## src/sv/srx_pkg.sv

```systemverilog
// Shared types and constants for the serial frame receiver.
package srx_pkg;

    localparam int MAX_FRAME_BYTES_DEF = 255;

    localparam logic [7:0] HEADER_RESET  = 8'hff;
    localparam logic [7:0] ADDRESS_RESET = 8'h01;

    localparam logic [7:0] ID_HEARTBEAT = 8'hf0;
    localparam logic [7:0] ID_VELOCITY  = 8'h10;

    localparam int PADDR_W = 3;

    typedef enum logic [0:0] {
        REG_HEADER  = 1'b0,
        REG_ADDRESS = 1'b1
    } t_reg_idx;

    typedef enum logic [2:0] {
        ST_HB_OK    = 3'd0,
        ST_VEL_OK   = 3'd1,
        ST_OTHER_OK = 3'd2,
        ST_BAD_HDR  = 3'd3,
        ST_BAD_SUM  = 3'd4,
        ST_SHORT    = 3'd5
    } t_status;

    typedef struct packed {
        logic [7:0] header_byte;
        logic [7:0] address_byte;
    } t_cfg;

endpackage

```

## src/sv/srx_if.sv

```systemverilog
// Stream interfaces for received bytes and frame results.
interface srx_in_if;
    logic       valid;
    logic       ready;
    logic [7:0] rx_byte;
    logic       last_byte;

    modport source (output valid, output rx_byte, output last_byte, input ready);
    modport sink   (input valid, input rx_byte, input last_byte, output ready);
endinterface

interface srx_out_if;
    logic       valid;
    logic       ready;
    logic [2:0] frame_status;
    logic [7:0] frame_id;
    logic [7:0] heartbeat_value;
    logic [7:0] velocity_x;
    logic [7:0] velocity_y;
    logic [7:0] angle_byte;

    modport source (output valid, output frame_status, output frame_id,
                    output heartbeat_value, output velocity_x, output velocity_y,
                    output angle_byte, input ready);
    modport sink   (input valid, input frame_status, input frame_id,
                    input heartbeat_value, input velocity_x, input velocity_y,
                    input angle_byte, output ready);
endinterface

```

## src/sv/serial_frame_receiver.sv

```systemverilog
// Serial frame receiver, with header/address/length and sum/sum-of-sums checks
// and one status transfer per frame. A byte is taken every cycle unless a last
// byte waits for the result slot; each byte passes through an input register
// and the frame logic; a frame's status enters the result register as its
// last byte leaves the input register. While a result waits, the next frame's
// bytes keep flowing; only its last byte holds in the input register until the
// result slot frees. Registers: header_byte at 0x0, address_byte at 0x4.
module serial_frame_receiver #(
    parameter int MAX_FRAME_BYTES = srx_pkg::MAX_FRAME_BYTES_DEF
) (
    input  logic                        i_clk,
    input  logic                        i_rst_n,
    srx_in_if.sink                      i_rx,
    srx_out_if.source                   o_frame,
    input  logic                        psel,
    input  logic                        penable,
    input  logic                        pwrite,
    input  logic [srx_pkg::PADDR_W-1:0] paddr,
    input  logic [31:0]                 pwdata,
    output logic [31:0]                 prdata,
    output logic                        pready
);
    import srx_pkg::*;

    t_cfg cfg;

    srx_apb_regs u_regs (
        .i_clk   (i_clk),
        .i_rst_n (i_rst_n),
        .psel    (psel),
        .penable (penable),
        .pwrite  (pwrite),
        .paddr   (paddr),
        .pwdata  (pwdata),
        .prdata  (prdata),
        .pready  (pready),
        .o_cfg   (cfg)
    );

    srx_frame_core #(
        .MAX_FRAME_BYTES (MAX_FRAME_BYTES)
    ) u_core (
        .i_clk   (i_clk),
        .i_rst_n (i_rst_n),
        .i_cfg   (cfg),
        .i_rx    (i_rx),
        .o_res   (o_frame)
    );

endmodule

```

## src/sv/srx_apb_regs.sv

```systemverilog
// APB register block holding the header and address match bytes.
module srx_apb_regs (
    input  logic                        i_clk,
    input  logic                        i_rst_n,
    input  logic                        psel,
    input  logic                        penable,
    input  logic                        pwrite,
    input  logic [srx_pkg::PADDR_W-1:0] paddr,
    input  logic [31:0]                 pwdata,
    output logic [31:0]                 prdata,
    output logic                        pready,
    output srx_pkg::t_cfg               o_cfg
);
    import srx_pkg::*;

    logic [7:0] r_header;
    logic [7:0] r_address;
    logic       wr_en;
    t_reg_idx   reg_idx;

    assign pready  = 1'b1;
    assign wr_en   = psel && penable && pwrite;
    assign reg_idx = t_reg_idx'(paddr[2]);

    always_ff @(posedge i_clk) begin
        if (!i_rst_n) begin
            r_header  <= HEADER_RESET;
            r_address <= ADDRESS_RESET;
        end else if (wr_en) begin
            case (reg_idx)
                REG_HEADER:  r_header  <= pwdata[7:0];
                REG_ADDRESS: r_address <= pwdata[7:0];
                default: ;
            endcase
        end
    end

    always_comb begin
        case (reg_idx)
            REG_HEADER:  prdata = {24'd0, r_header};
            REG_ADDRESS: prdata = {24'd0, r_address};
            default:     prdata = 32'd0;
        endcase
    end

    assign o_cfg.header_byte  = r_header;
    assign o_cfg.address_byte = r_address;

endmodule

```

## src/sv/srx_frame_core.sv

```systemverilog
// Byte input register, per-frame checksum state and result register.
module srx_frame_core #(
    parameter int MAX_FRAME_BYTES = srx_pkg::MAX_FRAME_BYTES_DEF
) (
    input  logic          i_clk,
    input  logic          i_rst_n,
    input  srx_pkg::t_cfg i_cfg,
    srx_in_if.sink        i_rx,
    srx_out_if.source     o_res
);
    import srx_pkg::*;

    localparam int POS_W = $clog2(MAX_FRAME_BYTES + 1);
    localparam logic [POS_W-1:0] POS_MAX = POS_W'(MAX_FRAME_BYTES);

    // input register
    logic             r_in_valid;
    logic [7:0]       r_in_byte;
    logic             r_in_last;

    // frame state
    logic [POS_W-1:0] r_pos,      n_pos;
    logic [7:0]       r_sum,      n_sum;
    logic [7:0]       r_sos,      n_sos;
    logic [7:0]       r_d0,       n_d0;
    logic [7:0]       r_d1,       n_d1;
    logic             r_hdr_ok,   n_hdr_ok;
    logic             r_too_long, n_too_long;
    logic [7:0]       r_id,       n_id;
    logic [7:0]       r_pl [3];
    logic [7:0]       n_pl [3];
    logic [7:0]       r_hb,       n_hb;
    logic [7:0]       r_vel [3];
    logic [7:0]       n_vel [3];

    // result register
    logic             r_res_valid;
    t_status          r_res_status, n_res_status;
    logic [7:0]       r_res_id;

    logic             advance;
    logic             proc;
    logic             too_long;
    logic             hdr;
    logic [7:0]       s;
    logic [7:0]       a;
    logic [1:0]       pl_idx;

    assign advance    = !r_res_valid || o_res.ready;
    // non-last bytes never produce a result, so they proceed during an output stall
    assign proc       = r_in_valid && (!r_in_last || advance);
    assign i_rx.ready = !r_in_valid || proc;

    always_ff @(posedge i_clk) begin
        if (!i_rst_n) begin
            r_in_valid <= 1'b0;
        end else if (i_rx.ready) begin
            r_in_valid <= i_rx.valid;
        end
    end

    always_ff @(posedge i_clk) begin
        if (i_rx.ready && i_rx.valid) begin
            r_in_byte <= i_rx.rx_byte;
            r_in_last <= i_rx.last_byte;
        end
    end

    always_comb begin
        too_long = r_too_long || (r_pos >= POS_MAX);
        hdr      = r_hdr_ok;
        if (r_pos == POS_W'(0)) begin
            hdr = (r_in_byte == i_cfg.header_byte);
        end else if (r_pos == POS_W'(1)) begin
            hdr = r_hdr_ok && (r_in_byte == i_cfg.address_byte);
        end
        s = r_sum;
        a = r_sos;
        // the two newest bytes stay out of the sums until a later byte arrives
        if (r_pos >= POS_W'(2)) begin
            s = r_sum + r_d0;
            a = r_sos + s;
        end
        pl_idx = 2'(r_pos - POS_W'(3));

        n_pos        = r_pos;
        n_sum        = r_sum;
        n_sos        = r_sos;
        n_d0         = r_d0;
        n_d1         = r_d1;
        n_hdr_ok     = r_hdr_ok;
        n_too_long   = r_too_long;
        n_id         = r_id;
        n_pl         = r_pl;
        n_hb         = r_hb;
        n_vel        = r_vel;
        n_res_status = r_res_status;

        if (proc && !r_in_last) begin
            n_sum      = s;
            n_sos      = a;
            n_d0       = r_d1;
            n_d1       = r_in_byte;
            n_hdr_ok   = hdr;
            n_too_long = too_long;
            if (r_pos == POS_W'(2)) begin
                n_id = r_in_byte;
            end else if (r_pos >= POS_W'(3) && r_pos <= POS_W'(5)) begin
                n_pl[pl_idx] = r_in_byte;
            end
            if (r_pos < POS_MAX) begin
                n_pos = r_pos + POS_W'(1);
            end
        end else if (proc) begin
            if (too_long) begin
                n_res_status = ST_BAD_SUM;
            end else if (r_pos < POS_W'(4)) begin
                n_res_status = ST_SHORT;
            end else if (!hdr) begin
                n_res_status = ST_BAD_HDR;
            end else if (s != r_d1 || a != r_in_byte) begin
                n_res_status = ST_BAD_SUM;
            end else if (r_id == ID_HEARTBEAT) begin
                if (r_pos < POS_W'(5)) begin
                    n_res_status = ST_SHORT;
                end else begin
                    n_hb         = r_pl[0];
                    n_res_status = ST_HB_OK;
                end
            end else if (r_id == ID_VELOCITY) begin
                if (r_pos < POS_W'(7)) begin
                    n_res_status = ST_SHORT;
                end else begin
                    n_vel        = r_pl;
                    n_res_status = ST_VEL_OK;
                end
            end else begin
                n_res_status = ST_OTHER_OK;
            end
            n_pos      = '0;
            n_sum      = '0;
            n_sos      = '0;
            n_d0       = '0;
            n_d1       = '0;
            n_hdr_ok   = 1'b1;
            n_too_long = 1'b0;
            n_id       = '0;
            n_pl       = '{default: 8'd0};
        end
    end

    always_ff @(posedge i_clk) begin
        if (!i_rst_n) begin
            r_pos       <= '0;
            r_sum       <= '0;
            r_sos       <= '0;
            r_d0        <= '0;
            r_d1        <= '0;
            r_hdr_ok    <= 1'b1;
            r_too_long  <= 1'b0;
            r_id        <= '0;
            r_pl        <= '{default: 8'd0};
            r_hb        <= '0;
            r_vel       <= '{default: 8'd0};
            r_res_valid <= 1'b0;
        end else begin
            r_pos      <= n_pos;
            r_sum      <= n_sum;
            r_sos      <= n_sos;
            r_d0       <= n_d0;
            r_d1       <= n_d1;
            r_hdr_ok   <= n_hdr_ok;
            r_too_long <= n_too_long;
            r_id       <= n_id;
            r_pl       <= n_pl;
            r_hb       <= n_hb;
            r_vel      <= n_vel;
            if (proc && r_in_last) begin
                r_res_valid <= 1'b1;
            end else if (o_res.ready) begin
                r_res_valid <= 1'b0;
            end
        end
    end

    always_ff @(posedge i_clk) begin
        if (proc && r_in_last) begin
            r_res_status <= n_res_status;
            r_res_id     <= r_id;
        end
    end

    // stored values only change on a last byte, which waits for the result slot
    assign o_res.valid           = r_res_valid;
    assign o_res.frame_status    = r_res_status;
    assign o_res.frame_id        = r_res_id;
    assign o_res.heartbeat_value = r_hb;
    assign o_res.velocity_x      = r_vel[0];
    assign o_res.velocity_y      = r_vel[1];
    assign o_res.angle_byte      = r_vel[2];

    a_pos_saturates: assert property (@(posedge i_clk) disable iff (!i_rst_n)
        r_pos <= POS_MAX)
        else $error("byte position beyond frame limit");

    a_last_clears_frame: assert property (@(posedge i_clk) disable iff (!i_rst_n)
        (proc && r_in_last) |=> (r_pos == '0 && r_hdr_ok && !r_too_long))
        else $error("frame state not cleared after last byte");

    a_result_from_last: assert property (@(posedge i_clk) disable iff (!i_rst_n)
        $rose(r_res_valid) |-> $past(r_in_valid && r_in_last))
        else $error("result without a last byte");

    a_vel_ok_id: assert property (@(posedge i_clk) disable iff (!i_rst_n)
        (r_res_valid && r_res_status == ST_VEL_OK) |-> (r_res_id == ID_VELOCITY))
        else $error("velocity status with wrong id");

    a_stall_holds_last: assert property (@(posedge i_clk) disable iff (!i_rst_n)
        (r_res_valid && !o_res.ready && r_in_valid && r_in_last) |=> r_in_valid)
        else $error("last byte dropped during output stall");

endmodule

```

## src/flat_wrapper.sv

```systemverilog
// flat-port wrapper written by rule: the top's interface ports become plain ports
module serial_frame_receiver_flat import srx_pkg::*;
#(
    parameter int MAX_FRAME_BYTES = srx_pkg::MAX_FRAME_BYTES_DEF
)
  (i_clk, i_rst_n, psel, penable, pwrite, paddr, pwdata, prdata, pready, i_rx_valid, i_rx_rx_byte, i_rx_last_byte, i_rx_ready, o_frame_valid, o_frame_frame_status, o_frame_frame_id, o_frame_heartbeat_value, o_frame_velocity_x, o_frame_velocity_y, o_frame_angle_byte, o_frame_ready);
  srx_in_if i_rx_i ();
  srx_out_if o_frame_i ();
  input  logic i_clk;
  input  logic i_rst_n;
  input  logic psel;
  input  logic penable;
  input  logic pwrite;
  input  logic [srx_pkg::PADDR_W-1:0] paddr;
  input  logic [31:0] pwdata;
  output logic [31:0] prdata;
  output logic pready;
  input wire logic [$bits(i_rx_i.valid)-1:0] i_rx_valid;
  input wire logic [$bits(i_rx_i.rx_byte)-1:0] i_rx_rx_byte;
  input wire logic [$bits(i_rx_i.last_byte)-1:0] i_rx_last_byte;
  output wire logic [$bits(i_rx_i.ready)-1:0] i_rx_ready;
  output wire logic [$bits(o_frame_i.valid)-1:0] o_frame_valid;
  output wire logic [$bits(o_frame_i.frame_status)-1:0] o_frame_frame_status;
  output wire logic [$bits(o_frame_i.frame_id)-1:0] o_frame_frame_id;
  output wire logic [$bits(o_frame_i.heartbeat_value)-1:0] o_frame_heartbeat_value;
  output wire logic [$bits(o_frame_i.velocity_x)-1:0] o_frame_velocity_x;
  output wire logic [$bits(o_frame_i.velocity_y)-1:0] o_frame_velocity_y;
  output wire logic [$bits(o_frame_i.angle_byte)-1:0] o_frame_angle_byte;
  input wire logic [$bits(o_frame_i.ready)-1:0] o_frame_ready;
  assign i_rx_i.valid = i_rx_valid;
  assign i_rx_i.rx_byte = i_rx_rx_byte;
  assign i_rx_i.last_byte = i_rx_last_byte;
  assign i_rx_ready = i_rx_i.ready;
  assign o_frame_valid = o_frame_i.valid;
  assign o_frame_frame_status = o_frame_i.frame_status;
  assign o_frame_frame_id = o_frame_i.frame_id;
  assign o_frame_heartbeat_value = o_frame_i.heartbeat_value;
  assign o_frame_velocity_x = o_frame_i.velocity_x;
  assign o_frame_velocity_y = o_frame_i.velocity_y;
  assign o_frame_angle_byte = o_frame_i.angle_byte;
  assign o_frame_i.ready = o_frame_ready;
  serial_frame_receiver #(.MAX_FRAME_BYTES(MAX_FRAME_BYTES)) u_core (.i_clk(i_clk), .i_rst_n(i_rst_n), .i_rx(i_rx_i), .o_frame(o_frame_i), .psel(psel), .penable(penable), .pwrite(pwrite), .paddr(paddr), .pwdata(pwdata), .prdata(prdata), .pready(pready));
endmodule
```

## config.mk

```make
export PLATFORM = sky130hd
export DESIGN_NAME = serial_frame_receiver_flat
export DESIGN_NICKNAME = d
export VERILOG_FILES = /design/src/sv/srx_pkg.sv /design/src/sv/srx_if.sv /design/src/sv/serial_frame_receiver.sv /design/src/sv/srx_apb_regs.sv /design/src/sv/srx_frame_core.sv /design/src/flat_wrapper.sv
export SDC_FILE = /design/constraint.sdc
export NUM_CORES = 1
export LEC_CHECK = 0
export BUFFER_PORTS_ARGS = -buffer_cell sky130_fd_sc_hd__buf_2
export CORE_MARGIN = 2
export CORE_UTILIZATION = 45
export DETAILED_ROUTE_END_ITERATION = 6
export MAX_ROUTING_LAYER = met4
export PLACE_DENSITY = 0.66
export SLEW_MARGIN = 20
export SYNTH_ARGS = -nofsm -noshare
export SYNTH_HDL_FRONTEND = slang
export SYNTH_SLANG_ARGS = --single-unit
export TNS_END_PERCENT = 5
```

## constraint.sdc

```tcl
create_clock -name i_clk -period 4.7 [get_ports i_clk]
set_clock_uncertainty 0.15 [all_clocks]
set_input_delay 0.94 -clock i_clk [delete_from_list [all_inputs] [get_ports i_clk]]
set_output_delay 0.94 -clock i_clk [all_outputs]
set_load 0.01 [all_outputs]
```

Word level (Yosys, flattened, before mapping)
Cells that the tools add are included.
{"block": "op_classes", "addsub": 4, "order_cmp": 10, "n_eq_ne": 12, "n_mux": 34, "bitwise": 9, "n_reduce_logical": 29}
{"op": "two-way mux 24 bit", "count": 4}
{"op": "two-way mux 8 bit", "count": 12}
{"op": "case mux 32 bit (2 select lines)", "count": 1}
{"op": "bitwise mux 24 bit", "count": 1}
{"op": "less-than comparator 8 x 3 -> 1 bit (second input constant)", "count": 3}
{"op": "two-way mux 3 bit", "count": 6}
{"op": "adder 8 bit", "count": 2}
{"op": "demux 8 bit (select 2 bit)", "count": 1}
{"op": "equality test 8 bit", "count": 2}
{"op": "greater-or-equal comparator 8 x 2 -> 1 bit (second input constant)", "count": 2}
{"op": "inequality test 8 bit", "count": 2}
{"op": "logical AND 1 bit", "count": 9}
{"op": "two-way mux 1 bit", "count": 9}
{"op": "AND reduction 9 bit", "count": 1}
{"op": "adder 8 x 1 -> 8 bit (second input constant)", "count": 1}
{"op": "equality test 8 x 1 -> 1 bit (second input constant)", "count": 1}
{"op": "equality test 8 x 2 -> 1 bit (second input constant)", "count": 1}
{"op": "equality test 8 x 5 -> 1 bit (second input constant)", "count": 1}
{"op": "equality test 8 bit (second input constant)", "count": 1}
{"op": "greater-or-equal comparator 8 bit (second input constant)", "count": 1}
{"op": "less-or-equal comparator 8 x 3 -> 1 bit (second input constant)", "count": 1}
{"op": "zero test 8 bit", "count": 1}
{"op": "less-than comparator 8 bit (second input constant)", "count": 1}
{"op": "NOT 1 bit", "count": 8}
{"op": "other kinds (13)", "count": 26}
{"block": "totals", "reg_bits": 144, "inputBits": 51, "output_inout_bits": 78}

Depth between registers and ports, before layout
{"block": "logic_depth", "ltp_word": 10, "depth_mapped": 16, "mapped_depth_nobuf": 15}

By module
From an unflattened synthesis, not the netlist that was laid out.
{"block": "unflattened", "cells_unflattened": 821, "hier_area_um2": 7639.8}
{"mod": "srx_frame_core", "n_inst": 1, "cells_each": 715, "area_per_inst_um2": 6650.1, "seq_area_each_um2": 2762.6}
{"mod": "srx_apb_regs", "n_inst": 1, "cells_each": 106, "area_per_inst_um2": 989.7, "seq_area_each_um2": 320.3}

Worst setup path before layout
Ideal clock, no wire load.
{"block": "synth_timing", "kind": "flip-flop to flip-flop", "startpoint": "register u_core.u_core.r_sum[0]", "endpoint": "register u_core.u_core.r_vel, in the netlist u_core.u_core.o_res.angle_byte[1]", "setup_ps": 116, "arrival_ps": 3916, "slack_ps": 518, "stages_incl_launch_ff": 17, "cell_sequence": "dfxtp_1 -> ha_1 -> fa_1 -> a211oi_2 -> o21ba_2 -> nor2_1 -> ha_1 -> and3_1 -> a221oi_2 -> xnor3_1 -> o21ai_0 -> o21ai_1 -> nor4b_2 -> o2111ai_4 -> buf_6 -> mux2i_1 -> nor2b_1"}
{"block": "synth_via", "elab_chain_cells": 7}
{"element": "start: declaration", "line": "srx_frame_core.sv:23", "text": "logic [7:0] r_sum, n_sum;"}
{"element": "start signal: assignment", "line": "srx_frame_core.sv:168", "text": "r_sum <= n_sum;"}
{"element": "adder 8 bit", "line": "srx_frame_core.sv:81", "text": "s = r_sum + r_d0;"}
{"element": "adder 8 bit", "line": "srx_frame_core.sv:82", "text": "a = r_sos + s;"}
{"element": "two-way mux 8 bit", "line": "srx_frame_core.sv:80", "text": "if (r_pos >= POS_W'(2)) begin"}
{"element": "inequality test 8 bit", "line": "srx_frame_core.sv:121", "text": "end else if (s != r_d1 || a != r_in_byte) begin"}
{"element": "logical OR 1 bit (*)", "line": "srx_frame_core.sv:121"}
{"element": "NOT 1 bit (no line) (*)"}
{"element": "AND reduction 9 bit (no line) (*)"}
{"element": "end signal: assignment", "line": "srx_frame_core.sv:177", "text": "r_vel <= n_vel;"}
{"element": "end: declaration", "line": "srx_frame_core.sv:33", "text": "logic [7:0] r_vel [3];"}
Every way passes the cells marked *; elsewhere a longest branch is shown, timed or not.
A chain may end at the register's enable or synchronous reset.

Worst setup path in the final report
{"block": "layout_timing", "startpoint": "register u_core.u_core.r_sum[0]", "endpoint": "register u_core.u_core.r_res_status[2] (netlist: u_core.u_core.o_res.frame_status[2]) (data pin)"}
{"block": "layout_via", "elab_chain_cells": 7}
{"element": "adder 8 bit", "line": "srx_frame_core.sv:81"}
{"element": "adder 8 bit", "line": "srx_frame_core.sv:82"}
{"element": "two-way mux 8 bit", "line": "srx_frame_core.sv:80"}
{"element": "inequality test 8 bit", "line": "srx_frame_core.sv:121"}
{"element": "logical OR 1 bit (*)", "line": "srx_frame_core.sv:121"}
{"element": "two-way mux 3 bit (*)", "line": "srx_frame_core.sv:121"}
{"element": "two-way mux 3 bit (*)", "line": "srx_frame_core.sv:119", "text": "end else if (!hdr) begin"}
{"element": "end signal: assignment", "line": "srx_frame_core.sv:188", "text": "r_res_status <= n_res_status;"}
{"element": "end: declaration", "line": "srx_frame_core.sv:38", "text": "t_status r_res_status, n_res_status;"}
Marked as above.

==> results list <==
* RD Place Congestion: 0.905
- Clock transition at the registers of the reported paths: 60 ps
- The critical path is of the register to register type.
* GRT Residual Overflow: 0
- Most common cell after layout, fill and taps aside: sky130_fd_sc_hd__dfxtp_1
- In the routed design, unresolved DRC markers number 0.
- Post-synthesis sequential area ratio: 42.2%
- Most Used Layer, Global Route: met2
- From left edge to right edge, the die measures 131 µm.
- The first global-routing pass estimated 28.0 mm of wire.
* CP required: 4700 ps
* Pin count of the biggest net entering global routing: 52
- Number of warnings reported in the yosys synthesis log: 0
* Met3 Usage GRT: 3.67%
- In this run the worst path has a maximum fanout of 5.
* Unrepaired setup endpoints after global routing: yes
* Clock network latency to the later pin of the worst-skew pair: 420 ps
- The number of clock buffers added by TritonCTS is 17.
- Adder-Cell Fraction of Synth Area: 3.98%
- Each instance of the synthesized netlist takes up on average 9.38 µm².
- Xor/xnor cell area share of the yosys netlist: 5.47%
* Start point of the critical path: u_core.u_core.r_sum[0]
- The synthesized design contains 20 enable-type register cells.
* Gate count of the mapped netlist: 778
* Netlist cell types: 73
- Summing the areas of all and, or, nand and nor instances in the mapped netlist gives 21.4% of the synthesized area.
* TritonCTS clock tree: done
* Initial Util: 45.9%
- The worst-case IR drop observed on VDD is 0.251 mV.
- DR pass1 iterations: 5
- The sequential cells in the finished layout cover a total of 0.00308 mm².
- After layout, the worst setup slack is 205 ps.
* Global-route met2 utilization: 30.1%
* Number of sinks driven by the clock tree: 144
* Fraction of synthesis flops using an asynchronous set or reset pin: 0%
- Ratio of cells with drive above 1 in the final layout: 17.1%
- The tool flagged a number of max-cap violations equal to 0.
- The via count of the first global-routing pass came to 5260.
- The area growth from synthesis to layout is 14.9%.
* Final worst path period share: 95.6%
* Power per unit of standard cell area: 334 mW/mm²
- Top library cells by usage in the layout, fill and taps aside: 124 x sky130_fd_sc_hd__dfxtp_1, 79 x sky130_fd_sc_hd__nor2b_1, 77 x sky130_fd_sc_hd__buf_2, 74 x sky130_fd_sc_hd__nand2_1, 46 x sky130_fd_sc_hd__nand3_1
- In this run the most critical hold path is launched from u_core.u_core.r_id[4].
- Relative max-transition margin: 24.8%
* Area of the placeable core: 0.0159 mm²
* Iter 0 DRT Violations: 313
* Detailed-route vias per instance: 5.25
- After synthesis the cells add up to 0.00730 mm².
- The H-tree was split into 4 levels.
- STA classifies the critical path endpoint as a register.
- Top-level port count: 129
* Largest family of logic cells by synthesized area: simple AND/OR/NAND/NOR gates
- The multi-input combinational cells in the finished layout cover a total of 0.00389 mm².
* Share of the synthesized area in compound gates (AO/OA/AOI/OAI): 15.0%
* Worst path arrival time: 4490 ps
* Number of buffers on the longest clock path: 2
- The completed layout was analyzed and its total power is 2.81 mW.
* Worst slack after detailed placement: 110 ps
- The worst path needs 4500 ps of the cycle, external delays included.
- The number of antenna diodes in the final layout is 0.
- The floorplan step defined a die boundary enclosing 0.0173 mm².
- Slew at the pin with the worst max-slew slack: 1120 ps
- Worst setup SP type: register
* Port Buffer Count: 77
- For the worst flop-to-flop path, the logic depth is 14.
- Multiplexer share of the synthesized area: 5.90%
- Max Transition Viols Final: 0
- Quantity of hold-fixing buffers added after cts: 0
- The routed design has 17.2 mm of wire.
- Met1 track demand over resource in global routing: 29.1%
- Drt wl/cell: 16.0 µm
- For this run, the top clock speed supported by timing is 0.222 GHz.
- Reported leakage power: 3.49 nW
* Half-perimeter wire length after detailed placement: 11.7 mm
* Post-route ant nets: 0
- GRT Total Usage: 20.8%
- Reg2Reg Launch Point: u_core.u_core.r_sum[0]
- Leading register cell type out of synthesis: sky130_fd_sc_hd__dfxtp_1
* Final hold violations: 0
- The floorplan step set the die height to 131 µm.
* Status: completed
- Clock tree synthesis selected as its root buffer the cell sky130_fd_sc_hd__clkbuf_16.
* Number of inserted filler cells in the final layout: 1454
- At the end of the flow, the number of nets in the layout was 914.
* Hold path cells: 0
- After routing, the total negative slack on setup checks comes to 0 ps.
- After synthesis the netlist holds a flip-flop and latch count of 144.
- Number of antenna violations at the first check in global routing: 0
- The floorplan has 46 rows.
* Vias post-DR: 5616
- Final count of negative-setup-slack endpoints: 0
- Tightest Hold Check Type: register to register
-- power breakdown --
group	total [mW]	switching (mW)	internal, mW
registers	1.30	0.0307	1.27
clock network	1.36	0.514	0.842
logic	0.153	0.0908	0.0622
total	2.81	0.635	2.17
-- worst max-delay path, cell delays in order, from the launching register on --
cell and delay, ps:
sky130_fd_sc_hd__dfxtp_1 340, sky130_fd_sc_hd__ha_1 260, sky130_fd_sc_hd__fa_1 430, sky130_fd_sc_hd__a211oi_2 340, sky130_fd_sc_hd__nor4b_1 90, sky130_fd_sc_hd__or3b_2 520
sky130_fd_sc_hd__ha_1 400, sky130_fd_sc_hd__xnor2_1 250, sky130_fd_sc_hd__nor4_1 90, sky130_fd_sc_hd__o21ai_0 210, sky130_fd_sc_hd__nand4_1 180, sky130_fd_sc_hd__nor4_4 430
sky130_fd_sc_hd__o21ai_1 210, sky130_fd_sc_hd__and3b_1 240, sky130_fd_sc_hd__o21ai_0 70
-- what timing repair did --
item / CTS / global route
setup buffers: 0 / 0
gates resized for setup: 0 / 9
setup endpoints to repair: 0 / 31
-- synth_stat cells (all sizes together) (2+ instances only) --
cell     number  share of area, %
dfxtp       124                34
and3          4              0.34
o31ai         3              0.31
and2          6              0.51
buf          32               3.2
nor2         31               1.8
nor3         10              0.75
o21a          4              0.41
inv          19              0.98
or2           2              0.17
nand3        46               3.2
a21oi        17               1.2
o211ai        2              0.21
or4           3              0.41
ha           20               3.4
a21o          7              0.72
mux2i        34               4.7
nor4         10               1.2
fa            2              0.55
a211oi        3              0.38
o21ai        21               1.4
conb          2              0.10
or3b          2              0.24
xor2         26               3.1
xnor2        17               2.0
a32oi         2              0.24
a22oi        36               3.7
mux2          8               1.2
nand4         7              0.60
nor4b         4              0.57
edfxtp       20               8.2
nand2b        4              0.34
nor3b         2              0.21
nand2        75               3.9
o2111ai       3              0.69
clkbuf       34               1.7
a31oi         3              0.26
nor2b        79               6.8
a21boi       34               3.5
-- routing by layer --
metal  routed length, µm  vias up
met3                 688       28
met4                 346        0
met5                   0        -
li1                    -     2812
met2                7620      120
met1                8500     2656
-- flip-flops by register name, indices dropped and copies added (netlist names), 3 cells and up --
register,count
u_core.u_core.o_res.velocity_y,8
u_core.u_core.o_res.velocity_x,8
u_core.u_core.o_res.frame_id,8
u_core.u_core.r_in_byte,8
u_core.u_regs.r_address,8
u_core.u_core.r_sum,8
u_core.u_core.r_sos,8
u_core.u_regs.r_header,8
u_core.u_core.r_d0,8
u_core.u_core.o_res.heartbeat_value,8
u_core.u_core.r_id,8
u_core.u_core.r_d1,8
u_core.u_core.o_res.angle_byte,8
u_core.u_core.o_res.frame_status,3
u_core.u_core.r_pos,8
u_core.u_core.r_pl,24
-- stage by stage --
step	util (%)	cells	cell area (µm²)	hold WS, ps
2_1_floorplan	-	801	7380	272
3_3_place_gp	48.8	1038	7750	292
3_5_place_dp	48.8	1038	7750	294
4_1_cts	52.6	1070	8350	310
5_1_grt	52.8	1070	8390	334
6_report	52.8	1070	8390	308
-- final timing paths --
path	to	slack, ps
worst max-delay path	u_core.u_core.o_res.frame_status[2]	200
worst min-delay path	u_core.u_core.o_res.frame_id[4]	310
worst max register to register	u_core.u_core.o_res.frame_status[2]	200
worst min register to register	u_core.u_core.o_res.frame_id[4]	310
-- layout make-up --
class / count / area share, %
Timing Repair Buffer: 87 / 5.64
Inverter: 20 / 0.895
Clock buffer: 24 / 5.88
Sequential cell: 144 / 36.7
Multi-Input combinational cell: 571 / 46.4
Tap cell: 216 / 3.22
Clock inverter: 8 / 1.22
-- kinds of logic (layout without fill, tap and decap cells) --
group                      Yosys count  in the layout
other                                2             25
DFF                                144            144
muxes                               42             42
adders and majority gates           22             22
buffers and inverters               86            139
and+or+nand+nor                    288            288
AOI/OAI and AO/OA                  150            150
xor gates and xnor gates            44             44
(Power assumes the default switching activity.)
